===== src/hdl/multilevel_queue_scheduler_macros.svh =====
// ----------------------------------------------------------------------------
// Multilevel queue scheduler assertion macros
// Shorthand for the clocked checks used in the scheduler RTL.
// ----------------------------------------------------------------------------
`ifndef MULTILEVEL_QUEUE_SCHEDULER_MACROS_SVH
`define MULTILEVEL_QUEUE_SCHEDULER_MACROS_SVH

// Same-cycle implication, switched off while reset is high.
`define MLQ_ASSERT_IMP(lbl, ante, cons, msg) \
  lbl: assert property (@(posedge clk) disable iff (rst) (ante) |-> (cons)) \
    else $error(msg);

// Next-cycle implication, switched off while reset is high.
`define MLQ_ASSERT_NEXT(lbl, ante, cons, msg) \
  lbl: assert property (@(posedge clk) disable iff (rst) (ante) |=> (cons)) \
    else $error(msg);

`endif


===== src/hdl/mlq_pkg.sv =====
// ----------------------------------------------------------------------------
// Multilevel queue scheduler package
// Field widths, codes and the controller state type.
// ----------------------------------------------------------------------------
package mlq_pkg;

  localparam int BURST_W    = 12;
  localparam int PRIO_W     = 8;
  localparam int LVLNUM_W   = 3;
  localparam int ID_W       = 4;
  localparam int OUT_TIME_W = 16;
  localparam int SLICE_W    = 8;
  localparam int CFG_LEVELS = 4;
  localparam int CFG_IDX_W  = 3;
  localparam int CFG_DATA_W = 8;
  localparam int IN_DATA_W  = 32;
  localparam int OUT_DATA_W = 72;

  localparam logic [CFG_IDX_W-1:0] CFG_MODE_BASE  = 3'd0;
  localparam logic [CFG_IDX_W-1:0] CFG_QUANT_BASE = 3'd4;

  localparam logic REQ_ADD  = 1'b0;
  localparam logic REQ_TICK = 1'b1;

  localparam logic [1:0] MODE_RR     = 2'd0;
  localparam logic [1:0] MODE_SJF    = 2'd1;
  localparam logic [1:0] MODE_SRTF   = 2'd2;
  localparam logic [1:0] MODE_RR_ALT = 2'd3;

  localparam logic [1:0] ST_RAN      = 2'd0;
  localparam logic [1:0] ST_IDLETICK = 2'd1;
  localparam logic [1:0] ST_ADD_OK   = 2'd2;
  localparam logic [1:0] ST_ADD_REJ  = 2'd3;

  localparam logic [1:0] MODE_RST [CFG_LEVELS] = '{MODE_RR, MODE_RR, MODE_RR, MODE_SJF};
  localparam logic [SLICE_W-1:0] QUANT_RST [CFG_LEVELS] = '{8'd1, 8'd3, 8'd4, 8'd1};

  typedef enum logic [3:0] {
    FSM_IDLE,
    FSM_ADD,
    FSM_REL,
    FSM_SEL,
    FSM_SCAN_F,
    FSM_SCAN_T,
    FSM_SCAN_C,
    FSM_REMOVE,
    FSM_SHIFT_R,
    FSM_SHIFT_W,
    FSM_GRANT,
    FSM_RUN_RD,
    FSM_RUN
  } fsm_t;

endpackage


===== src/hdl/multilevel_queue_scheduler.sv =====
// ----------------------------------------------------------------------------
// Multilevel queue scheduler
// Task table and level FIFOs in RAM, sequenced by one controller.
// ----------------------------------------------------------------------------
// Channel  Dir  Signals                       Beat contents
// s_*      in   s_tvalid s_tready s_tdata     add-task request or one tick
// m_*      out  m_tvalid m_tready m_tdata     one result per request
// cfg_*    in   cfg_we cfg_index cfg_data     policy and quantum registers
//
// An add request runs ADD; a tick keeping the running task runs REL, RUN_RD,
// RUN. A selecting tick runs REL if a task ran, SEL, SCAN_F/T/C per entry
// scanned in the served level (one for round robin), REMOVE, a SHIFT_R/W
// pair per entry moved up when the pick leaves mid-FIFO, GRANT, RUN_RD, RUN.
// Reset is synchronous and needs no clearing pass. A stalled result holds the
// controller in its final state; the next request is taken once it leaves.
// ----------------------------------------------------------------------------
`include "multilevel_queue_scheduler_macros.svh"

module multilevel_queue_scheduler #(
  parameter int MAX_TASKS = 16,
  parameter int NUM_LEVELS = 4,
  parameter int TIME_BITS = 16
) (
  input  logic                               clk,
  input  logic                               rst,
  input  logic                               s_tvalid,
  output logic                               s_tready,
  // task_id, burst_time, level_number, task_priority
  input  logic [mlq_pkg::IN_DATA_W-1:0]      s_tdata,
  // req_type
  input  logic                               s_tuser,
  output logic                               m_tvalid,
  input  logic                               m_tready,
  // run_id, finished, completion_time, turnaround, waiting, response
  output logic [mlq_pkg::OUT_DATA_W-1:0]     m_tdata,
  // status
  output logic [1:0]                         m_tuser,
  input  logic                               cfg_we,
  input  logic [mlq_pkg::CFG_IDX_W-1:0]      cfg_index,
  input  logic [mlq_pkg::CFG_DATA_W-1:0]     cfg_data
);

  import mlq_pkg::*;

  localparam int IW  = $clog2(MAX_TASKS);
  localparam int CW  = $clog2(MAX_TASKS + 1);
  localparam int LW  = $clog2(NUM_LEVELS);
  localparam int FD  = NUM_LEVELS * MAX_TASKS;
  localparam int FAW = $clog2(FD);
  localparam int TW  = TIME_BITS;
  localparam int R_LO = BURST_W;
  localparam int P_LO = 2 * BURST_W;
  localparam int A_LO = P_LO + PRIO_W;
  localparam int S_LO = A_LO + TW;
  localparam int TWW  = S_LO + TW;
  localparam logic [TW-1:0] TIME_TOP = {TW{1'b1}};

  function automatic logic [IW-1:0] wrap(input logic [IW-1:0] base, input logic [CW-1:0] k);
    logic [CW:0] s;
    s = (CW+1)'(base) + (CW+1)'(k);
    if (s >= (CW+1)'(MAX_TASKS)) begin
      s = s - (CW+1)'(MAX_TASKS);
    end
    return s[IW-1:0];
  endfunction

  function automatic logic [FAW-1:0] faddr(input logic [LW-1:0] lv, input logic [IW-1:0] slot);
    return FAW'(32'(lv) * MAX_TASKS + 32'(slot));
  endfunction

  function automatic logic [1:0] creg(input logic [LW-1:0] lv);
    return (32'(lv) > CFG_LEVELS - 1) ? 2'(CFG_LEVELS - 1) : 2'(lv);
  endfunction

  function automatic logic [OUT_TIME_W-1:0] t16(input logic [TW-1:0] v);
    return OUT_TIME_W'(v);
  endfunction

  fsm_t state, state_next;

  logic [1:0]         mode_r  [CFG_LEVELS];
  logic [SLICE_W-1:0] quant_r [CFG_LEVELS];

  logic [ID_W-1:0]     req_id;
  logic [BURST_W-1:0]  req_burst;
  logic [LVLNUM_W-1:0] req_lvl;
  logic [PRIO_W-1:0]   req_prio;

  logic [MAX_TASKS-1:0] slot_valid;
  logic [MAX_TASKS-1:0] started;
  logic [IW-1:0]        heads  [NUM_LEVELS];
  logic [CW-1:0]        counts [NUM_LEVELS];
  logic [IW-1:0]        cur;
  logic                 in_service;
  logic [LW-1:0]        svc_lv;
  logic [SLICE_W-1:0]   slice;
  logic [TW-1:0]        time_now;

  logic [LW-1:0]      sel_lv;
  logic [CW-1:0]      scan_i;
  logic [CW-1:0]      scan_n;
  logic [CW-1:0]      shift_k;
  logic [IW-1:0]      cand_id;
  logic [IW-1:0]      best_id;
  logic [CW-1:0]      best_pos;
  logic [BURST_W-1:0] best_key;
  logic [PRIO_W-1:0]  best_prio;
  logic [TW-1:0]      best_arr;

  logic [1:0]            o_status;
  logic [ID_W-1:0]       o_run_id;
  logic                  o_fin;
  logic [OUT_TIME_W-1:0] o_ct, o_tat, o_wt, o_rsp;

  logic           t_we, t_re;
  logic [IW-1:0]  t_waddr, t_raddr;
  logic [TWW-1:0] t_wdata, t_rdata;
  logic           f_we, f_re;
  logic [FAW-1:0] f_waddr, f_raddr;
  logic [IW-1:0]  f_wdata, f_rdata;

  mlq_ram #(.W(TWW), .D(MAX_TASKS)) u_task_ram (
    .clk(clk), .we(t_we), .waddr(t_waddr), .wdata(t_wdata),
    .re(t_re), .raddr(t_raddr), .rdata(t_rdata)
  );

  mlq_ram #(.W(IW), .D(FD)) u_fifo_ram (
    .clk(clk), .we(f_we), .waddr(f_waddr), .wdata(f_wdata),
    .re(f_re), .raddr(f_raddr), .rdata(f_rdata)
  );

  logic          out_ok;
  logic          out_load;
  logic [IW-1:0] add_idx;
  logic [LW-1:0] add_lv;
  logic          add_ok;
  logic [1:0]    m_svc;
  logic [SLICE_W-1:0] q_svc;
  logic          higher_wait;
  logic          release_now;
  logic          sel_found;
  logic [LW-1:0] sel_lv_c;
  logic [1:0]    m_sel;
  logic          m_sel_short;
  logic          scan_last;
  logic          shift_more;
  logic [BURST_W-1:0] c_burst, c_rem, c_key, rem_new;
  logic [PRIO_W-1:0]  c_prio;
  logic [TW-1:0]      c_arr, c_start, start_new, time_next, tat, wt;
  logic               beats;
  logic               fin;

  assign out_ok   = !m_tvalid || m_tready;
  assign out_load = out_ok && ((state == FSM_ADD) || (state == FSM_RUN)
                               || (state == FSM_SEL && !sel_found));
  assign add_idx = IW'(32'(req_id));
  assign add_lv  = LW'(req_lvl - LVLNUM_W'(1));
  assign add_ok  = (req_burst != '0) && (req_lvl != '0) && (32'(req_lvl) <= NUM_LEVELS)
                   && (32'(req_id) < MAX_TASKS) && !slot_valid[add_idx]
                   && (32'(counts[add_lv]) < MAX_TASKS);

  assign m_svc = mode_r[creg(svc_lv)];
  assign q_svc = (quant_r[creg(svc_lv)] == '0) ? SLICE_W'(1) : quant_r[creg(svc_lv)];

  always_comb begin
    higher_wait = 1'b0;
    sel_found   = 1'b0;
    sel_lv_c    = '0;
    for (int i = NUM_LEVELS - 1; i >= 0; i--) begin
      if (i < 32'(svc_lv) && counts[i] != '0) begin
        higher_wait = 1'b1;
      end
      if (counts[i] != '0) begin
        sel_found = 1'b1;
        sel_lv_c  = LW'(i);
      end
    end
  end

  assign release_now = (m_svc == MODE_SRTF)
                       || ((m_svc != MODE_SJF) && (slice >= q_svc || higher_wait));

  assign m_sel       = mode_r[creg(sel_lv)];
  assign m_sel_short = (m_sel == MODE_SJF) || (m_sel == MODE_SRTF);
  assign scan_last   = ((CW+1)'(scan_i) + (CW+1)'(1)) == (CW+1)'(scan_n);
  assign shift_more  = ((CW+1)'(shift_k) + (CW+1)'(1)) < (CW+1)'(counts[sel_lv]);

  assign c_burst = t_rdata[BURST_W-1:0];
  assign c_rem   = t_rdata[R_LO +: BURST_W];
  assign c_prio  = t_rdata[P_LO +: PRIO_W];
  assign c_arr   = t_rdata[A_LO +: TW];
  assign c_start = t_rdata[S_LO +: TW];
  assign c_key   = (m_sel == MODE_SRTF) ? c_rem : c_burst;

  assign beats = (c_key < best_key)
                 || (c_key == best_key && (c_prio > best_prio
                 || (c_prio == best_prio && (c_arr < best_arr
                 || (c_arr == best_arr && cand_id < best_id)))));

  assign rem_new   = (c_rem != '0) ? c_rem - BURST_W'(1) : c_rem;
  assign start_new = started[cur] ? c_start : time_now;
  assign time_next = (time_now < TIME_TOP) ? time_now + TW'(1) : time_now;
  assign tat       = time_next - c_arr;
  assign wt        = (32'(tat) > 32'(c_burst)) ? tat - TW'(c_burst) : '0;
  assign fin       = (rem_new == '0);

  always_comb begin
    state_next = state;
    t_we = 1'b0; t_waddr = cur; t_wdata = t_rdata;
    t_re = 1'b0; t_raddr = cur;
    f_we = 1'b0; f_waddr = '0; f_wdata = cur;
    f_re = 1'b0; f_raddr = '0;
    case (state)
      FSM_IDLE: begin
        if (s_tvalid) begin
          if (s_tuser == REQ_ADD) begin
            state_next = FSM_ADD;
          end else if (in_service) begin
            state_next = FSM_REL;
          end else begin
            state_next = FSM_SEL;
          end
        end
      end
      FSM_ADD: begin
        if (out_ok) begin
          state_next = FSM_IDLE;
          if (add_ok) begin
            t_we    = 1'b1;
            t_waddr = add_idx;
            t_wdata = {TW'(0), time_now, req_prio, req_burst, req_burst};
            f_we    = 1'b1;
            f_waddr = faddr(add_lv, wrap(heads[add_lv], counts[add_lv]));
            f_wdata = add_idx;
          end
        end
      end
      FSM_REL: begin
        if (release_now) begin
          f_we       = 1'b1;
          f_waddr    = faddr(svc_lv, wrap(heads[svc_lv], counts[svc_lv]));
          f_wdata    = cur;
          state_next = FSM_SEL;
        end else begin
          state_next = FSM_RUN_RD;
        end
      end
      FSM_SEL: begin
        if (sel_found) begin
          state_next = FSM_SCAN_F;
        end else if (out_ok) begin
          state_next = FSM_IDLE;
        end
      end
      FSM_SCAN_F: begin
        f_re       = 1'b1;
        f_raddr    = faddr(sel_lv, wrap(heads[sel_lv], scan_i));
        state_next = FSM_SCAN_T;
      end
      FSM_SCAN_T: begin
        t_re       = 1'b1;
        t_raddr    = f_rdata;
        state_next = FSM_SCAN_C;
      end
      FSM_SCAN_C: begin
        state_next = scan_last ? FSM_REMOVE : FSM_SCAN_F;
      end
      FSM_REMOVE: begin
        state_next = (best_pos == '0) ? FSM_GRANT : FSM_SHIFT_R;
      end
      FSM_SHIFT_R: begin
        if (shift_more) begin
          f_re       = 1'b1;
          f_raddr    = faddr(sel_lv, wrap(heads[sel_lv], shift_k + CW'(1)));
          state_next = FSM_SHIFT_W;
        end else begin
          state_next = FSM_GRANT;
        end
      end
      FSM_SHIFT_W: begin
        f_we       = 1'b1;
        f_waddr    = faddr(sel_lv, wrap(heads[sel_lv], shift_k));
        f_wdata    = f_rdata;
        state_next = FSM_SHIFT_R;
      end
      FSM_GRANT: begin
        state_next = FSM_RUN_RD;
      end
      FSM_RUN_RD: begin
        t_re       = 1'b1;
        state_next = FSM_RUN;
      end
      FSM_RUN: begin
        if (out_ok) begin
          t_we       = 1'b1;
          t_wdata    = {start_new, c_arr, c_prio, rem_new, c_burst};
          state_next = FSM_IDLE;
        end
      end
      default: begin
        state_next = FSM_IDLE;
      end
    endcase
  end

  always_ff @(posedge clk) begin
    if (rst) begin
      state <= FSM_IDLE;
    end else begin
      state <= state_next;
    end
  end

  always_ff @(posedge clk) begin
    if (rst) begin
      for (int i = 0; i < CFG_LEVELS; i++) begin
        mode_r[i]  <= MODE_RST[i];
        quant_r[i] <= QUANT_RST[i];
      end
    end else if (cfg_we) begin
      if (cfg_index >= CFG_QUANT_BASE) begin
        quant_r[2'(cfg_index - CFG_QUANT_BASE)] <= cfg_data;
      end else begin
        mode_r[2'(cfg_index)] <= cfg_data[1:0];
      end
    end
  end

  always_ff @(posedge clk) begin
    if (rst) begin
      slot_valid <= '0;
      started    <= '0;
      cur        <= '0;
      in_service <= 1'b0;
      svc_lv     <= '0;
      slice      <= '0;
      time_now   <= '0;
      m_tvalid   <= 1'b0;
      for (int i = 0; i < NUM_LEVELS; i++) begin
        heads[i]  <= '0;
        counts[i] <= '0;
      end
    end else begin
      if (out_load) begin
        m_tvalid <= 1'b1;
      end else if (m_tready) begin
        m_tvalid <= 1'b0;
      end
      case (state)
        FSM_IDLE: begin
          if (s_tvalid) begin
            req_id    <= s_tdata[ID_W-1:0];
            req_burst <= s_tdata[ID_W +: BURST_W];
            req_lvl   <= s_tdata[ID_W + BURST_W +: LVLNUM_W];
            req_prio  <= s_tdata[ID_W + BURST_W + LVLNUM_W +: PRIO_W];
          end
        end
        FSM_ADD: begin
          if (out_ok) begin
            o_status <= add_ok ? ST_ADD_OK : ST_ADD_REJ;
            o_run_id <= '0;
            o_fin    <= 1'b0;
            o_ct     <= '0;
            o_tat    <= '0;
            o_wt     <= '0;
            o_rsp    <= '0;
            if (add_ok) begin
              slot_valid[add_idx] <= 1'b1;
              started[add_idx]    <= 1'b0;
              counts[add_lv]      <= counts[add_lv] + CW'(1);
            end
          end
        end
        FSM_REL: begin
          if (release_now) begin
            counts[svc_lv] <= counts[svc_lv] + CW'(1);
            in_service     <= 1'b0;
          end
        end
        FSM_SEL: begin
          if (sel_found) begin
            sel_lv <= sel_lv_c;
            scan_i <= '0;
            if (mode_r[creg(sel_lv_c)] == MODE_SJF || mode_r[creg(sel_lv_c)] == MODE_SRTF) begin
              scan_n <= counts[sel_lv_c];
            end else begin
              scan_n <= CW'(1);
            end
          end else if (out_ok) begin
            time_now <= time_next;
            o_status <= ST_IDLETICK;
            o_run_id <= '0;
            o_fin    <= 1'b0;
            o_ct     <= t16(time_next);
            o_tat    <= '0;
            o_wt     <= '0;
            o_rsp    <= '0;
          end
        end
        FSM_SCAN_T: begin
          cand_id <= f_rdata;
        end
        FSM_SCAN_C: begin
          if (scan_i == '0 || (m_sel_short && beats)) begin
            best_id   <= cand_id;
            best_pos  <= scan_i;
            best_key  <= c_key;
            best_prio <= c_prio;
            best_arr  <= c_arr;
          end
          scan_i <= scan_i + CW'(1);
        end
        FSM_REMOVE: begin
          if (best_pos == '0) begin
            heads[sel_lv]  <= wrap(heads[sel_lv], CW'(1));
            counts[sel_lv] <= counts[sel_lv] - CW'(1);
          end else begin
            shift_k <= best_pos;
          end
        end
        FSM_SHIFT_R: begin
          if (!shift_more) begin
            counts[sel_lv] <= counts[sel_lv] - CW'(1);
          end
        end
        FSM_SHIFT_W: begin
          shift_k <= shift_k + CW'(1);
        end
        FSM_GRANT: begin
          cur        <= best_id;
          svc_lv     <= sel_lv;
          slice      <= '0;
          in_service <= 1'b1;
        end
        FSM_RUN: begin
          if (out_ok) begin
            time_now     <= time_next;
            slice        <= (slice != {SLICE_W{1'b1}}) ? slice + SLICE_W'(1) : slice;
            started[cur] <= !fin;
            o_status     <= ST_RAN;
            o_run_id     <= ID_W'(32'(cur));
            o_fin        <= fin;
            o_ct         <= t16(time_next);
            o_tat        <= fin ? t16(tat) : '0;
            o_wt         <= fin ? t16(wt) : '0;
            o_rsp        <= fin ? t16(start_new - c_arr) : '0;
            if (fin) begin
              slot_valid[cur] <= 1'b0;
              in_service      <= 1'b0;
            end
          end
        end
        default: begin
        end
      endcase
    end
  end

  assign s_tready = (state == FSM_IDLE);
  assign m_tuser  = o_status;
  assign m_tdata  = {3'b000, o_rsp, o_wt, o_tat, o_ct, o_fin, o_run_id};

  `MLQ_ASSERT_IMP(a_service_live, in_service, slot_valid[cur], "task in service has no live slot")
  `MLQ_ASSERT_NEXT(a_one_request, s_tvalid && s_tready, !s_tready, "second request taken while busy")
  `MLQ_ASSERT_IMP(a_scan_bound, state == FSM_SCAN_C, scan_i < scan_n, "scan ran past the queue")
  `MLQ_ASSERT_NEXT(a_time_mono, 1'b1, time_now >= $past(time_now), "time went backwards")

endmodule


===== src/hdl/mlq_ram.sv =====
// ----------------------------------------------------------------------------
// Scheduler RAM
// Simple dual-port synchronous memory, one write and one registered read.
// ----------------------------------------------------------------------------
module mlq_ram #(
  parameter int W = 8,
  parameter int D = 16
) (
  input  logic                 clk,
  input  logic                 we,
  input  logic [$clog2(D)-1:0] waddr,
  input  logic [W-1:0]         wdata,
  input  logic                 re,
  input  logic [$clog2(D)-1:0] raddr,
  output logic [W-1:0]         rdata
);

  logic [W-1:0] mem [D];

  always_ff @(posedge clk) begin
    if (we) begin
      mem[waddr] <= wdata;
    end
  end

  always_ff @(posedge clk) begin
    if (re) begin
      rdata <= mem[raddr];
    end
  end

endmodule

===== config.mk =====
export PLATFORM = sky130hd
export DESIGN_NAME = multilevel_queue_scheduler
export DESIGN_NICKNAME = d
export VERILOG_FILES = /design/src/hdl/mlq_pkg.sv /design/src/hdl/multilevel_queue_scheduler.sv /design/src/hdl/mlq_ram.sv
export VERILOG_INCLUDE_DIRS = /design/src /design/src/hdl
export SDC_FILE = /design/constraint.sdc
export NUM_CORES = 2
export LEC_CHECK = 0
export ABC_AREA = 0
export BUFFER_PORTS_ARGS = -buffer_cell sky130_fd_sc_hd__buf_4
export CORE_MARGIN = 1
export CORE_UTILIZATION = 50
export DETAILED_ROUTE_END_ITERATION = 6
export PLACE_DENSITY_LB_ADDON = 0.1
export SYNTH_ARGS = -nofsm -noshare
export SYNTH_HDL_FRONTEND = slang
export SYNTH_SLANG_ARGS = --single-unit

===== constraint.sdc =====
create_clock -name clk -period 8.1 [get_ports clk]
set_clock_uncertainty 0.1 [all_clocks]
set_input_delay 0.405 -clock clk [delete_from_list [all_inputs] [get_ports clk]]
set_output_delay 0.405 -clock clk [all_outputs]
set_load 0.1 [all_outputs]

Word-level counts from Yosys, hierarchy flattened
Memories as Yosys holds them, arrays and structs flattened. A register that Yosys moved wholly into a read port is not among the register bits.
Index checks and enable logic that the tools add are counted.
- bits in registers: 227
- memory bits (writable): 1356
- logic and storage cells: 400
- memories: 6
- output and inout bits: 76
- memory list (memory ; depth ; bits a word ; rd ports ; clocked after memory_dff ; write ports ; line ; text):
    u_task_ram.mem ; 16 ; 64 ; 1 ; 1 ; 1 ; mlq_ram.sv:18 ; logic [W-1:0] mem [D];
    u_fifo_ram.mem ; 64 ; 4 ; 1 ; 1 ; 1 ; mlq_ram.sv:18 ;
    quant_r ; 4 ; 8 ; 1 ; 1 ; 4 ; multilevel_queue_scheduler.sv:82 ; logic [SLICE_W-1:0] quant_r [CFG_LEVELS];
    counts ; 4 ; 5 ; 8 ; 3 ; 4 ; multilevel_queue_scheduler.sv:92 ; logic [CW-1:0] counts [NUM_LEVELS];
    heads ; 4 ; 4 ; 3 ; 2 ; 4 ; multilevel_queue_scheduler.sv:91 ; logic [IW-1:0] heads [NUM_LEVELS];
    mode_r ; 4 ; 2 ; 3 ; 2 ; 4 ; multilevel_queue_scheduler.sv:81 ; logic [1:0] mode_r [CFG_LEVELS];
- mux-type cells: 194
- add/subtract/negate cells: 32
- eq/ne operators: 34
- bitwise operators: 7
- reduce and logical (&&, ||, !) cells: 74
- magnitude comparators: 24
- operators by type and width (operator ; number):
    16-bit 2-to-1 mux ; 27
    64-bit 2-to-1 mux ; 3
    16-bit one-hot mux with 3 select lines ; 4
    64-bit one-hot mux with 2 select lines ; 1
    4-bit 2-to-1 mux ; 30
    16-bit one-hot mux with 2 select lines ; 3
    1-bit 2-to-1 mux ; 61
    2-bit 2-to-1 mux ; 30
    4-bit one-hot mux with 12 select lines ; 1
    16-bit AND ; 2
    8-bit 2-to-1 mux ; 4
    16-bit NOT ; 2
    16-bit subtractor ; 2
    4-bit by 5-bit adder with 6-bit output ; 5
    6-bit by 4-bit adder with 6-bit output ; 5
    6-bit by 5-bit >= comparator with 1-bit output, second input constant ; 5
    5-bit 2-to-1 mux ; 6
    12-bit 2-to-1 mux ; 2
    6-bit 2-to-1 mux ; 4
    12-bit nonzero test ; 2
    4-bit by 1-bit subtractor with 4-bit output, second input constant ; 6
    5-bit by 1-bit adder with 5-bit output, second input constant ; 4
    4-bit equality test, second input constant ; 5
    2-bit inequality test, second input constant ; 10
    other kinds (69) ; 141

Longest topological paths before layout
An unclocked memory read counts as a cell.
- word-level depth: 16
- gate-level depth with buffers: 26
- mapped depth without buffers: 24

Modules after synthesis
From an unflattened synthesis, not the netlist that was laid out.
- cells, all modules: 4229
- area total of the unflattened synthesis: 70567.7 sq um
- by module, submodules not included (module ; instances ; sequential area each (sq um) ; cells each ; area an instance (sq um)):
    mlq_ram at u_task_ram ; 1 ; 32671.3 ; 1647 ; 40222.3
    multilevel_queue_scheduler ; 1 ; 8648.3 ; 2078 ; 20055.5
    mlq_ram at u_fifo_ram ; 1 ; 7807.5 ; 504 ; 10289.9

Worst setup path before layout
No wires, ideal clock.
- path type: register to register
- start: register with a tool-made name
- end: register best_arr[0], enable pin
- data required time: 7485 ps
- path buffers: 2
- data arrival time: 6075 ps
- cell stages (with the launch flop): 16
- period minus slack after synthesis: 6690 ps
- path slack: 1410 ps
- path through: dfxtp_1 -> buf_2 -> mux4_2 -> inv_1 -> ha_1 -> clkbuf_1 -> o21ai_0 -> ha_1 -> nor2b_1 -> o21ai_0 -> nand2b_1 -> a21oi_1 -> o311ai_0 -> nor2_1 -> nor2_1 -> a211oi_1
- RTL lines (element ; line ; text):
    to (signal assigned) ; multilevel_queue_scheduler.sv:409 ; best_arr <= c_arr;
    to (decl) ; multilevel_queue_scheduler.sv:108 ; logic [TW-1:0] best_arr;

Final worst setup path
- start: register time_now[4]
- end: register o_wt[3], data pin
- longest elaborated chain between the ends: 8
- elaborated cells on any way between the ends: 10
- those cells by class: 3 x add/sub; 2 x order compare; 5 x mux
- ends and longest elaborated chain (element ; line ; text):
    from (decl) ; multilevel_queue_scheduler.sv:97 ; logic [TW-1:0] time_now;
    from (signal assigned) ; multilevel_queue_scheduler.sv:390 ; time_now <= time_next;
    from (signal assigned) ; multilevel_queue_scheduler.sv:437 ; time_now <= time_next;
    16-bit by 1-bit adder with 16-bit output / 16-bit < comparator (equally long branches) ; multilevel_queue_scheduler.sv:202 ; assign time_next = (time_now < TIME_TOP) ? time_now + TW'(1) : time_now;
    16-bit 2-to-1 mux (*) ; multilevel_queue_scheduler.sv:202 ;
    net time_next[5] ; multilevel_queue_scheduler.sv:149 ; logic [TW-1:0] c_arr, c_start, start_new, time_next, tat, wt;
    16-bit subtractor (*) ; multilevel_queue_scheduler.sv:203 ; assign tat = time_next - c_arr;
    net tat[9] ; multilevel_queue_scheduler.sv:149 ;
    16-bit by 12-bit greater-than comparator with 1-bit output (*) ; multilevel_queue_scheduler.sv:204 ; assign wt = (32'(tat) > 32'(c_burst)) ? tat - TW'(c_burst) : '0;
    16-bit 2-to-1 mux (*) ; multilevel_queue_scheduler.sv:204 ;
    16-bit 2-to-1 mux (*) ; multilevel_queue_scheduler.sv:445 ; o_wt <= fin ? t16(wt) : '0;
    16-bit 2-to-1 mux (*) ; multilevel_queue_scheduler.sv:436 ; if (out_ok) begin
    16-bit one-hot mux with 3 select lines (*) ; multilevel_queue_scheduler.sv:349 ; case (state)
    to (signal assigned) ; multilevel_queue_scheduler.sv:445 ;
    to (decl) ; multilevel_queue_scheduler.sv:113 ; logic [OUT_TIME_W-1:0] o_ct, o_tat, o_wt, o_rsp;
Mark *: on every way through the listed nets, which the timed path passes. The rest lies on a longest branch. The select of a mux whose other input is x is not followed.
A chain may end at the register's enable or synchronous reset.

==> results.json <==
{
  "status": "finished clean",
  "drt_iter0_markers": 4217,
  "leakage_nw": 27.18,
  "crit_type": "flip-flop to flip-flop",
  "wl_mm": 189.0,
  "io_pins": 125,
  "wl_per_cell_um": 27.76,
  "die-height_um": 379.1,
  "track_usage_pct": 26.56,
  "synth_ff_type": "edfxtp_1",
  "arrival_ps": 7120,
  "preCtsSetupSlack_ps": 1551,
  "clock_sinks": 1660,
  "top_layer": "met4",
  "cts_tree": "done",
  "vias": 41362,
  "vias_per_cell": 6.075,
  "worstReg2RegStart": "time_now[4]",
  "drt_pass1_iterations": 6,
  "nNetsFinal": 4965,
  "cp-start-kind": "flip-flop",
  "synth-edff-count": 1588,
  "port_buffers": 116,
  "cts_htree_levels": 4,
  "clkTransAtPathRegs_ps": 60,
  "cp-end-kind": "flip-flop",
  "p_per_area_mw_per_mm2": 242.3,
  "cts_made_buffers": 170,
  "rsz0062_at_grt": "no",
  "hold_class": "input pin to flip-flop",
  "core-area_mm2": 0.1414,
  "finalHoldViolCount": 0,
  "cp_slowest_cell": "dfxtp_1",
  "clockRootBuffer": "clkbuf_16",
  "yosys-top-cells-area": "edfxtp_1 67%, mux4_2 9.7%, nand2_1 2.7%",
  "holdCritStartpoint": "rst",
  "maxCapViolCount": 0,
  "die_w_um": 379.1,
  "fp.dieArea_mm2": 0.1438,
  "fillCellCount": 11144,
  "r2r_cells": 22,
  "final_area_mm2": 0.08039,
  "antenna_found_initial": 3,
  "place_area_mm2": 0.07463,
  "ant_nets": 0,
  "met1Wirelength_mm": 80.83,
  "synth_top_area_share_pct": 67.05,
  "syn-cell-area_mm2": 0.07112,
  "drive_above_1_share_pct": 17.16,
  "cp.required_ps": 8520,
  "setup_viol": 0,
  "grt_max_degree": 129,
  "cp_max_fo": 16,
  "antenna_cells": 0,
  "final_cell_mix": "1,588 x edfxtp_1, 513 x nand2_1, 305 x mux4_2",
  "hpwl_mm": 111.1,
  "grt_overflow_total": 0,
  "tns_ps": 0,
  "ir_worst_vdd_mv": 0.1903,
  "fin_ws_ps": 1396,
  "fmax_ghz": 0.1492,
  "grt_pass1_wl_mm": 276.7,
  "hold_depth": 2,
  "ys_warn_count": 0,
  "relSlewSlack_pct": 9.570,
  "clockBufferDepth": 3,
  "grt_pass1_vias": 40659,
  "cpPeakStageDelay_ps": 560,
  "crit_top_cell": "and3_1",
  "start_util_pct": 50.29,
  "cts-hold-fix-buffers": 43,
  "area_growth_pct": 13.04,
  "clock_latency_ps": 800,
  "layout_min_cycle_time_ps": 6704,
  "fin_crit_sh_pct": 82.76,
  "wl_met2_mm": 90.75,
  "cp_cell_sequence": "nand4_1 -> nor3_1 -> and3_1 -> and3_1 -> nand3_1 -> and3_1 -> and3_1 -> nand2_1 -> xnor2_1 -> ha_1 -> or2_2 -> o311ai_0 -> nand2_1 -> xor2_1 -> ha_1 -> a21o_1 -> a21oi_1 -> o21ai_0 -> a21oi_1 -> o21a_1 -> a41o_1 -> nor3_1",
  "synthCells": 4603,
  "drcViolationCount": 0,
  "synth_seq_area_share_pct": 69.08,
  "min_to": "in_service",
  "worst_pin_slew_ps": 1354,
  "core.rowCount": 138,
  "r2r_end": "o_wt[3]",
  "reg2reg_slack_ps": 1400,
  "final_common_cell": "edfxtp_1",
  "place_congestion": 0.8997,
  "met3_length_mm": 13.10,
  "synthArstFlopShare_pct": 0,
  "yosysUniqueCellTypes": 81,
  "slew_viol_final": 0,
  "ys_ff_latch": 1660,
  "synth_top_cell_by_area": "edfxtp_1",
  "post_cts_buffers": 0,
  "ctsResizeCount": 0,
  "syn_avg_cell_area_um2": 15.45
}
==> per-layer routing <==
metal / GRT usage (%) / vias to the layer above
met3: 4.245 / 263
met2: 43.00 / 1509
met5: 0 / -
met4: 7.060 / 0
met1: 37.55 / 21421
li1: - / 18169
==> final cells by class <==
class                      instances  area [um^2]  area share, %
multi-input combinational       2556        20760          25.82
clock buffer                     204         4488          5.583
timing repair buffer             258         2282          2.839
sequential                      1660        49130          61.11
inverter                         141        529.3         0.6583
tap                             1890         2365          2.941
clock inverter                    99        843.3          1.049
==> flip-flops by register name, summed over array words and instances (netlist names), 8 cells and up, named ones only <==
signal,flops
counts,20
best_arr,16
u_task_ram.mem,1024
quant_r,32
best_prio,8
slot_valid,16
o_tat,16
o_rsp,16
u_fifo_ram.mem,256
slice,8
time_now,16
heads,16
best_key,12
started,16
req_burst,12
mode_r,8
o_wt,16
o_ct,16
u_task_ram.rdata,64
req_prio,8
==> through the flow <==
step | power [mW] | hold slack [ps] | util (%) | instances
finish | 19.48 | 160.2 | 56.85 | 6808
global route | 20.04 | 168.0 | 56.85 | 6808
CTS | 19.59 | 104.6 | 56.85 | 6808
detailed placement | 12.01 | 337.4 | 52.78 | 6462
global placement | 11.99 | 323.8 | 52.78 | 6462
floorplan | 11.29 | 316.8 | - | 4605
==> where the power goes <==
group | switching (mW) | internal [mW]
registers | 0.147 | 9.79
logic | 1.44 | 0.490
clock network | 3.27 | 4.35
==> cell families (layout without fill, tap and decap cells) <==
| kind of cell | count (synthesis) | count (layout) | synth area share, % |
|---|---|---|---|
| xor+xnor | 110 | 110 | 1.355 |
| compound gates | 659 | 659 | 5.999 |
| fa+ha+maj | 129 | 129 | 2.354 |
| buf+inv | 389 | 702 | 2.215 |
| flops | 1660 | 1660 | 69.08 |
| mux | 352 | 352 | 10.36 |
| other cells | 1 | 3 | 0.005273 |
| simple gates | 1303 | 1303 | 8.633 |
==> cell usage after synthesis, types with 72 or more instances <==
library cell,count
a21oi_1,138
a211oi_1,115
edfxtp_1,1588
nand3_1,110
nand2_1,517
ha_1,121
dfxtp_1,72
clkbuf_1,161
nor2_1,247
and2_1,142
a31oi_1,114
inv_1,141
mux4_2,305
o21ai_0,123
==> worst max path at each step <==
stage / start / to
after global placement: time_now[4] / o_wt[3]
after CTS: time_now[4] / o_wt[5]
after floorplan: flip-flop / best_arr[0]
final: time_now[4] / o_wt[3]
after detailed placement: time_now[4] / o_wt[3]
after global routing: time_now[4] / o_wt[10]
==> worst max-delay path, delay by kind of cell, from the launching register on <==
kind	cells	cell delay, ps
flip-flops	1	560
XOR/XNOR	2	280
AND/OR/NAND/NOR	11	2790
AO/OA/AOI/OAI	7	2100
adder cells (fa/ha/maj)	2	590
No activity file was read; power rests on OpenSTA's default activity.
